[config.mk]
export PLATFORM = sky130hd
export DESIGN_NAME = rasr_div
export DESIGN_NICKNAME = d
export VERILOG_FILES = /design/src/hw/rtl/rasr_pkg.sv /design/src/hw/rtl/rasr_div.sv
export SDC_FILE = /design/constraint.sdc
export NUM_CORES = 1
export LEC_CHECK = 0
export CORE_MARGIN = 2
export CORE_UTILIZATION = 65
export CTS_BUF_LIST = sky130_fd_sc_hd__clkbuf_8 sky130_fd_sc_hd__clkbuf_16
export DETAILED_ROUTE_END_ITERATION = 16
export DONT_BUFFER_PORTS = 1
export GPL_ROUTABILITY_DRIVEN = 0
export PLACE_DENSITY = 0.92
export SKIP_LAST_GASP = 1
export SLEW_MARGIN = 10
export SYNTH_ARGS = -nofsm -noshare
export SYNTH_HDL_FRONTEND = slang
export SYNTH_SLANG_ARGS = --single-unit
[constraint.sdc]
create_clock -name clk -period 8.65 [get_ports clk]
set_input_delay 1.2975 -clock clk [delete_from_list [all_inputs] [get_ports clk]]
set_output_delay 1.2975 -clock clk [all_outputs]
set_load 0.05 [all_outputs]
[src/hw/rtl/rasr_pkg.sv]
// Package for the rational add/subtract/reduce block.
// Holds widths, shared types and the divider command struct. No dependencies.
package rasr_pkg;
  localparam int WIDTH = 32;
  localparam int NUM_W = 32;
  localparam int DEN_W = 31;
  localparam int WIDE_W = 64;

  // Largest negative magnitude and largest positive value of a WIDTH-bit result.
  localparam logic [WIDE_W-1:0] MAG_LIM = WIDE_W'(1) << (WIDTH - 1);
  localparam logic [WIDE_W-1:0] POS_LIM = MAG_LIM - WIDE_W'(1);

  typedef struct packed {
    logic               start;
    logic [WIDE_W-1:0]  dividend;
    logic [WIDE_W-1:0]  divisor;
  } div_cmd_t;

  typedef struct packed {
    logic               done;
    logic [WIDE_W-1:0]  quotient;
    logic [WIDE_W-1:0]  remainder;
  } div_rsp_t;
endpackage

[src/hw/rtl/rasr_div.sv]
// Radix-2 restoring divider, one quotient bit per cycle.
// Depends on rasr_pkg. Shared by every divide and remainder of the block.
module rasr_div import rasr_pkg::*; (
  input  logic     clk,
  input  logic     rst,
  input  div_cmd_t cmd,
  output div_rsp_t rsp
);
  logic [WIDE_W-1:0]  quo;
  logic [WIDE_W-1:0]  rem;
  logic [WIDE_W-1:0]  dvs;
  logic [6:0]         cnt;
  logic               busy;
  logic               done;
  logic [WIDE_W:0]    trial;
  logic [WIDE_W:0]    diff;

  assign trial = {rem, quo[WIDE_W-1]};
  assign diff  = trial - {1'b0, dvs};

  always_ff @(posedge clk) begin
    if (rst) begin
      busy <= 1'b0;
      done <= 1'b0;
      cnt <= '0;
    end else begin
      done <= 1'b0;
      if (cmd.start && !busy) begin
        busy <= 1'b1;
        quo  <= cmd.dividend;
        dvs  <= cmd.divisor;
        rem  <= '0;
        cnt  <= 7'(WIDE_W);
      end else if (busy) begin
        // shift in next dividend bit, subtract when it fits
        if (!diff[WIDE_W]) begin
          rem <= diff[WIDE_W-1:0];
          quo <= {quo[WIDE_W-2:0], 1'b1};
        end else begin
          rem <= trial[WIDE_W-1:0];
          quo <= {quo[WIDE_W-2:0], 1'b0};
        end
        cnt <= cnt - 7'd1;
        if (cnt == 7'd1) begin
          busy <= 1'b0;
          done <= 1'b1;
        end
      end
    end
  end

  assign rsp = {done, quo, rem};
endmodule

==> key figures, run 1 <==
Power
  • LEAKAGE: 5.30 nW
  • Clock group share of total power: 29.2%
  • Net Sw Frac: 36.8%
  • Worst IR drop on VDD: 0.213 mV
  • NetSw: 1.20 mW
  • Comb pwr share: 24.9%
  • Internal power: 2.05 mW
  • PwrDens: 249 mW/mm2
  • Sequential Power Share: 45.9%

Timing
  • Hold Vio Cnt, Final: 0
  • RSZ-0062 raised after global routing: no
  • Fin crit share: 60.6%
  • Max Slew Vio Count: 0
  • Clock Skew: 8.86 ps
  • Sum Neg Setup Slack: 0 ps
  • Slew margin rel.: 30.7%
  • Final setup vio count: 0
  • Max frequency: 191 MHz
  • Crit path time final: 5250 ps
  • Final setup margin: 3400 ps
  • Final Hold Slack: 462 ps
  • Tightest Pin Transition: 1040 ps

Critical path
  • WP buf/inv: 1
  • Max stage delay on crit path: 870 ps
  • Critical path peak fanout: 59
  • Reg2reg path depth: 13
  • Req. time, crit path: 8980 ps
  • Worst reg-to-reg setup slack: 3400 ps
  • Setup Crit Path Kind: flip-flop to flip-flop
  • Worst Setup Start Kind: flip-flop
  • Critical path endpoint category: flip-flop
  • Critical path cell sequence: inv_1 -> ha_1 -> fa_1 -> nand2b_1 -> a21o_1 -> and2_1 -> o21a_1 -> o32a_1 -> a31o_2 -> a211oi_4 -> o21a_2 -> nor2_1 -> a211oi_1
  • CP arrival: 5570 ps
  • R2R Path Start: quo[63]
  • Critical path's top delay family: compound AO/OA/AOI/OAI gates
  • Reg-to-reg endpoint: rem[0]
  • Critical path's slowest cell: o21a_2

Hold path
  • Hold Path End: cnt[6]
  • Min-delay src: cnt[6]
  • Worst Hold Depth: 1
  • Hold Crit Class: flip-flop to flip-flop

Yosys
  • Post-synthesis sequential area ratio: 48.6%
  • Synth top area share: 47.1%
  • Mean area per synthesized cell: 9.23 um2
  • Synth Area in XOR/XNOR: 4.22%
  • Post-Synth Adder-Cell Area: 6.91%
  • Post-synth EDFFs: 192
  • FF+latch count, synth: 201
  • Largest family of logic cells by synthesized area: compound AO/OA/AOI/OAI gates
  • Asr flop ratio synth: 0%
  • Count leader, synth: nand2_1
  • Synthesis Warnings: 0
  • Primary FF master, synth: edfxtp_1
  • Largest area contributor in the netlist: edfxtp_1
  • Post-synth design cell area: 0.0122 mm2
  • Unique masters post-synth: 61
  • Top post-synthesis cells by count: nand2_1, edfxtp_1, a21oi_1, o21ai_0, inv_1
  • Simple-gate portion of the synthesized area: 17.4%
  • Syn Inst Count: 1326
  • Synth Area in Compound Gates: 17.7%
  • Multiplexer area fraction after synthesis: 0%
  • Post-Syn Nets: 1524
  • Top post-synthesis cells by area: edfxtp_1, nand2_1, ha_1, a21oi_1, o21ai_0

Global routing
  • First-pass GRT wire length: 50.0 mm
  • Largest net degree at the start of global routing: 74
  • Overall Global Routing Usage: 31.3%
  • Gr ovfl total: 0
  • Initial antenna violation count: 4
  • Vias in the first global route: 9564

Placement
  • IO buf count: 0
  • Pre-CTS WS: 3530 ps
  • Post-DP HPWL: 23.0 mm
  • Placed Area: 0.0123 mm2

Clocking
  • Clock Pin Slew Worst Setup and Hold Paths: 60 ps
  • Clock Latency Late Sink: 520 ps
  • Htree depth: 1
  • CTS tree: done
  • Post-CTS Hold Fix Bufs: 0
  • PostCTS Resize Cnt: 0
  • Root buffer cell: clkbuf_16
  • Post-CTS setup repair buffer count: 0
  • CTS Buf Count: 22
  • Clock tree buffer depth: 3
  • CTS sink count: 201

Drt
  • Met2 Routed Length: 15.3 mm
  • Routed wl met3: 3.54 mm
  • Vias: 10197
  • # DRC: 0
  • Drt total wl: 32.1 mm
  • Post-route antenna net violation count: 0
  • Drt pass-1 iters: 6
  • DR WL/cell: 20.9 um
  • DR vias/cell: 6.65
  • WL met1: 11.6 mm
  • 1st-iter DRT viols: 1271
  • Highest routed layer: met4

Cells and area
  • FILL cells: 1321
  • Layout cells sized above 1: 4.55%
  • Fin nets: 1480
  • Final design utilization: 70.3%
  • Layout area overhead: 6.72%
  • Post-route cell area: 0.0131 mm2

Floorplan
  • # rows: 50
  • IO Pins: 260
  • Die ar.: 0.0199 mm2
  • Starting density of the core: 65.9%
  • Die Wd: 141 um
  • CORE AREA: 0.0186 mm2
  • Die Y: 141 um

Run status
  • Outcome: finished clean

Job
  • Reported max-cap violation count: 0
==> per-stage QoR <==
step           power (mW)  instances
6_report             3.25       1534
5_1_grt              3.38       1532
4_1_cts              3.24       1532
3_5_place_dp         2.29       1492
3_3_place_gp         2.26       1492
2_1_floorplan        2.11       1326
==> sequential cells by signal, summed over array words and instances (netlist names) <==
name and cells:
cnt 7, rem 64, quo 64, done 1, dvs 64, busy 1
==> routing by layer <==
layer  vias to the layer above  track usage, %
met5                         -               0
met1                      4705            39.0
li1                       4661               -
met2                       707            53.1
met3                       124            7.81
met4                         0            11.9
==> final cells by class <==
class                   count  area (um2)  share of cell area [%]
repair buffers             10        75.1                   0.575
well taps                 234         293                    2.24
inverters                  83         312                    2.38
diodes                      2        5.00                  0.0383
clock inverters            17         169                    1.29
clock buffers              23         564                    4.32
multi-input cells         964        5700                    43.6
flip-flops and latches    201        5950                    45.5
==> worst max path at each step <==
stage | from | end | slack (ps) | cells after the start
2_1_floorplan | cmd[128] | quo[0] | 1360 | 2
3_3_place_gp | quo[63] | rem[0] | 3670 | 13
3_5_place_dp | quo[63] | rem[0] | 3530 | 13
4_1_cts | quo[63] | rem[0] | 3450 | 13
5_1_grt | quo[63] | rem[0] | 3120 | 13
6_report | quo[63] | rem[0] | 3400 | 13
==> cell usage in the layout (no fill, tap or decap), types with 6 or more instances in the layout <==
cell type,count
nor2_1,61
a211oi_1,11
inv_1,87
and3_1,8
o21ai_0,86
a31oi_1,10
nand3_1,61
xnor2_1,41
o21bai_1,13
nand2b_1,10
ha_1,66
o22ai_1,7
clkbuf_16,22
buf_4,10
o21a_1,9
edfxtp_1,192
or3_1,10
nand4_1,32
nor3_1,11
nand2_1,255
dfxtp_1,9
a21o_1,36
o21ai_1,10
o211ai_1,6
a21oi_1,130
xor2_1,18
and2_1,6
==> worst register-to-register path, stage by stage, from the launching register on <==
cell and delay, ps:
edfxtp_1 690, inv_1 100, ha_1 240, fa_1 390, nand2b_1 190, a21o_1 180, and2_1 180, o21a_1 240
o32a_1 370, a31o_2 320, a211oi_4 370, o21a_2 870, nor2_1 520, a211oi_1 390
==> logic make-up (layout without fill, tap and decap cells) <==
group                    count (synthesis)  count (layout)
buffers and inverters                  161             133
flip-flops                             201             201
AND/OR/NAND/NOR                        479             479
other                                    0               2
AO/OA/AOI/OAI                          359             359
XOR/XNOR                                59              59
adder cells (fa/ha/maj)                 67              67
==> power by group through the flow <==
stage	sequential [mW]	clock (mW)	combinational [mW]
CTS	1.49	0.956	0.792
finish	1.49	0.948	0.810
floorplan	1.48	0	0.629
global route	1.50	0.988	0.891
global placement	1.51	0	0.754
detailed placement	1.51	0	0.781
(Power assumes the default switching activity.)
==> run 2: changes to the inputs <==
- ABC_AREA: default -> 1
- clock period: 8.65 -> 5.3 ns (I/O delays scaled with it)
==> run 2 against run 1 <==
Net effect: global-route usage rose by 2.1 points; area after synthesis increased by 20%; via count increased by 26%; clock skew increased by 9.5 ps; final area rose by 20%; maximum frequency up 51%; largest cell class is now multi-input combinational cells; worst hold slack lost 110 ps; synthesized cell count up 52%; highest routed layer is now met5; die area increased by 19%; first-iteration DRC count increased by 4.8%; clock-buffer cell count unchanged.
==> key figures, run 2 <==
Run status
  • Outcome: finished clean

Power
  • Sequential Power Share: 41.8%
  • Design Power: 5.81 mW
  • Net Sw Frac: 38.8%
  • Comb pwr share: 28.4%
  • LEAKAGE: 8.11 nW
  • PwrDens: 370 mW/mm2
  • Internal power: 3.56 mW
  • Worst IR drop on VDD: 0.357 mV
  • Clock group share of total power: 29.8%
  • NetSw: 2.25 mW

Hold path
  • Worst Hold Depth: 1
  • Min-delay src: rst
  • Hold Path End: done
  • Hold Crit Class: input pin to flip-flop

Yosys
  • Post-synth design cell area: 0.0147 mm2
  • Largest area contributor in the netlist: edfxtp_1
  • Post-synthesis sequential area ratio: 40.5%
  • Top post-synthesis cells by count: nand2_1, inv_1, nor2_1, edfxtp_1, ha_1
  • Synthesis Warnings: 0
  • Synth top area share: 39.3%
  • Asr flop ratio synth: 0%
  • Top post-synthesis cells by area: edfxtp_1, nand2_1, inv_1, ha_1, nor2_1
  • Mean area per synthesized cell: 7.29 um2
  • Unique masters post-synth: 40
  • Primary FF master, synth: edfxtp_1
  • Post-Syn Nets: 2212
  • Post-synth EDFFs: 192
  • Syn Inst Count: 2014
  • FF+latch count, synth: 201
  • Count leader, synth: nand2_1

Timing
  • Slew margin rel.: 28.6%
  • RSZ-0062 raised after global routing: no
  • Crit path time final: 3470 ps
  • Clock Skew: 18.4 ps
  • Sum Neg Setup Slack: 0 ps
  • Max frequency: 288 MHz
  • Max Slew Vio Count: 0
  • Final setup vio count: 0
  • Fin crit share: 65.6%
  • Hold Vio Cnt, Final: 0
  • Final Hold Slack: 349 ps
  • Tightest Pin Transition: 1070 ps

Cells and area
  • Most frequent cells in the layout: nand2_1, inv_1, nor2_1
  • Largest regs: dvs: 64 flops, quo: 64 flops, rem: 64 flops
  • Layout area overhead: 6.86%
  • Commonest non-fill, non-tap cell in the layout: nand2_1
  • Layout cells sized above 1: 9.11%
  • Fin nets: 2212
  • Non-filler instance count after layout: 2312

Floorplan
  • Die Y: 154 um
  • Die Wd: 154 um
  • IO Pins: 260
  • CORE AREA: 0.0220 mm2
  • # rows: 54
  • Die ar.: 0.0238 mm2
  • Starting density of the core: 66.7%

Critical path
  • Reg2reg path depth: 19
  • Req. time, crit path: 5580 ps
  • Critical path peak fanout: 60
  • Critical path endpoint category: flip-flop
  • Worst Setup Start Kind: flip-flop
  • Setup Crit Path Kind: flip-flop to flip-flop
  • Reg-to-reg endpoint: rem[5]
  • Worst reg-to-reg setup slack: 1830 ps
  • R2R Path Start: quo[63]
  • CP arrival: 3750 ps

Clocking
  • PostCTS Resize Cnt: 0
  • Htree depth: 1
  • Post-CTS Hold Fix Bufs: 0
  • Clock Pin Slew Worst Setup and Hold Paths: 70 ps
  • CTS tree: done
  • CTS sink count: 201
  • Clock tree buffer depth: 3
  • Clock Latency Late Sink: 520 ps
  • Post-CTS setup repair buffer count: 0
  • CTS Buf Count: 22
  • Root buffer cell: clkbuf_16

Placement
  • IO buf count: 0
  • Placed Cells: 2270
  • Post-DP HPWL: 30.9 mm

Global routing
  • Initial antenna violation count: 5
  • Vias in the first global route: 12430
  • Gr ovfl total: 0
  • Overall Global Routing Usage: 33.4%
  • First-pass GRT wire length: 63.0 mm
  • Largest net degree at the start of global routing: 84

Drt
  • Drt total wl: 40.5 mm
  • DR WL/cell: 17.5 um
  • DR vias/cell: 5.58
  • Drt pass-1 iters: 6
  • Post-route antenna net violation count: 0
  • Vias: 12898
  • 1st-iter DRT viols: 1332
  • # DRC: 0

Job
  • Reported max-cap violation count: 0
[run 2: worst max path at each step]
| stage | start | to | slack [ps] | depth (start not counted) |
|---|---|---|---|---|
| 3_3_place_gp | quo[63] | rem[17] | 2020 | 19 |
| 2_1_floorplan | cmd[128] | quo[0] | 700 | 2 |
| 4_1_cts | quo[63] | rem[27] | 1840 | 19 |
| 3_5_place_dp | quo[63] | rem[5] | 1860 | 19 |
| 6_report | quo[63] | rem[5] | 1830 | 19 |
| 5_1_grt | quo[63] | rem[25] | 1580 | 19 |
[run 2: logic make-up after synthesis]
kind of cell / count (synthesis) / share of synthesized area (%)
multiplexers: 63 / 4.83
AO/OA/AOI/OAI: 79 / 2.93
AND/OR/NAND/NOR: 1123 / 31.8
adder cells (fa/ha/maj): 67 / 5.76
flip-flops: 201 / 40.5
buffers and inverters: 449 / 12.3
XOR/XNOR: 32 / 1.91
[run 2: worst max-delay path, stage by stage, from the launching register on]
cell	delay, ps
edfxtp_1	690
inv_1	90
ha_1	250
fa_1	420
inv_1	120
nand2_1	60
nand2_1	60
nand3_1	80
nand2_2	120
nand2_1	70
nand2_2	100
nand2_2	70
nand2_4	70
nand2_4	70
nand2_4	100
nand2_4	60
nand2_4	470
nand2_1	140
nand2_1	110
nor2_1	60
[run 2: area by class of cell]
| class | instances | area (um2) |
|---|---|---|
| Tap cell | 280 | 350 |
| Antenna cell | 2 | 5.00 |
| Fill cell | 1646 | 6340 |
| Sequential cell | 201 | 5950 |
| Timing Repair Buffer | 4 | 30.0 |
| Clock buffer | 23 | 576 |
| Clock inverter | 17 | 245 |
| Multi-Input combinational cell | 1364 | 6960 |
| Inverter | 421 | 1580 |
[run 2: power groups by stage]
stage	clock network (mW)	logic [mW]	registers (mW)
CTS	1.75	1.59	2.43
finish	1.73	1.65	2.43
global placement	0	1.53	2.46
floorplan	0	1.29	2.41
global route	1.80	1.84	2.44
detailed placement	0	1.58	2.46
[run 2: through the flow]
| step | setup WS [ps] | cell area (um2) | utilization, % |
|---|---|---|---|
| floorplan | 698 | 14700 | - |
| global placement | 2020 | 14900 | 67.5 |
| detailed placement | 1860 | 14900 | 67.5 |
| CTS | 1840 | 15700 | 71.2 |
| global route | 1580 | 15700 | 71.2 |
| finish | 1830 | 15700 | 71.2 |
[run 2: layer usage]
metal | up-vias | share of wire, % | track usage (%)
met2 | 791 | 44 | 54.4
met1 | 5726 | 36 | 39.1
met5 | - | 0.054 | 0
met3 | 202 | 13 | 11.2
li1 | 6175 | - | -
met4 | 4 | 6.5 | 18.8
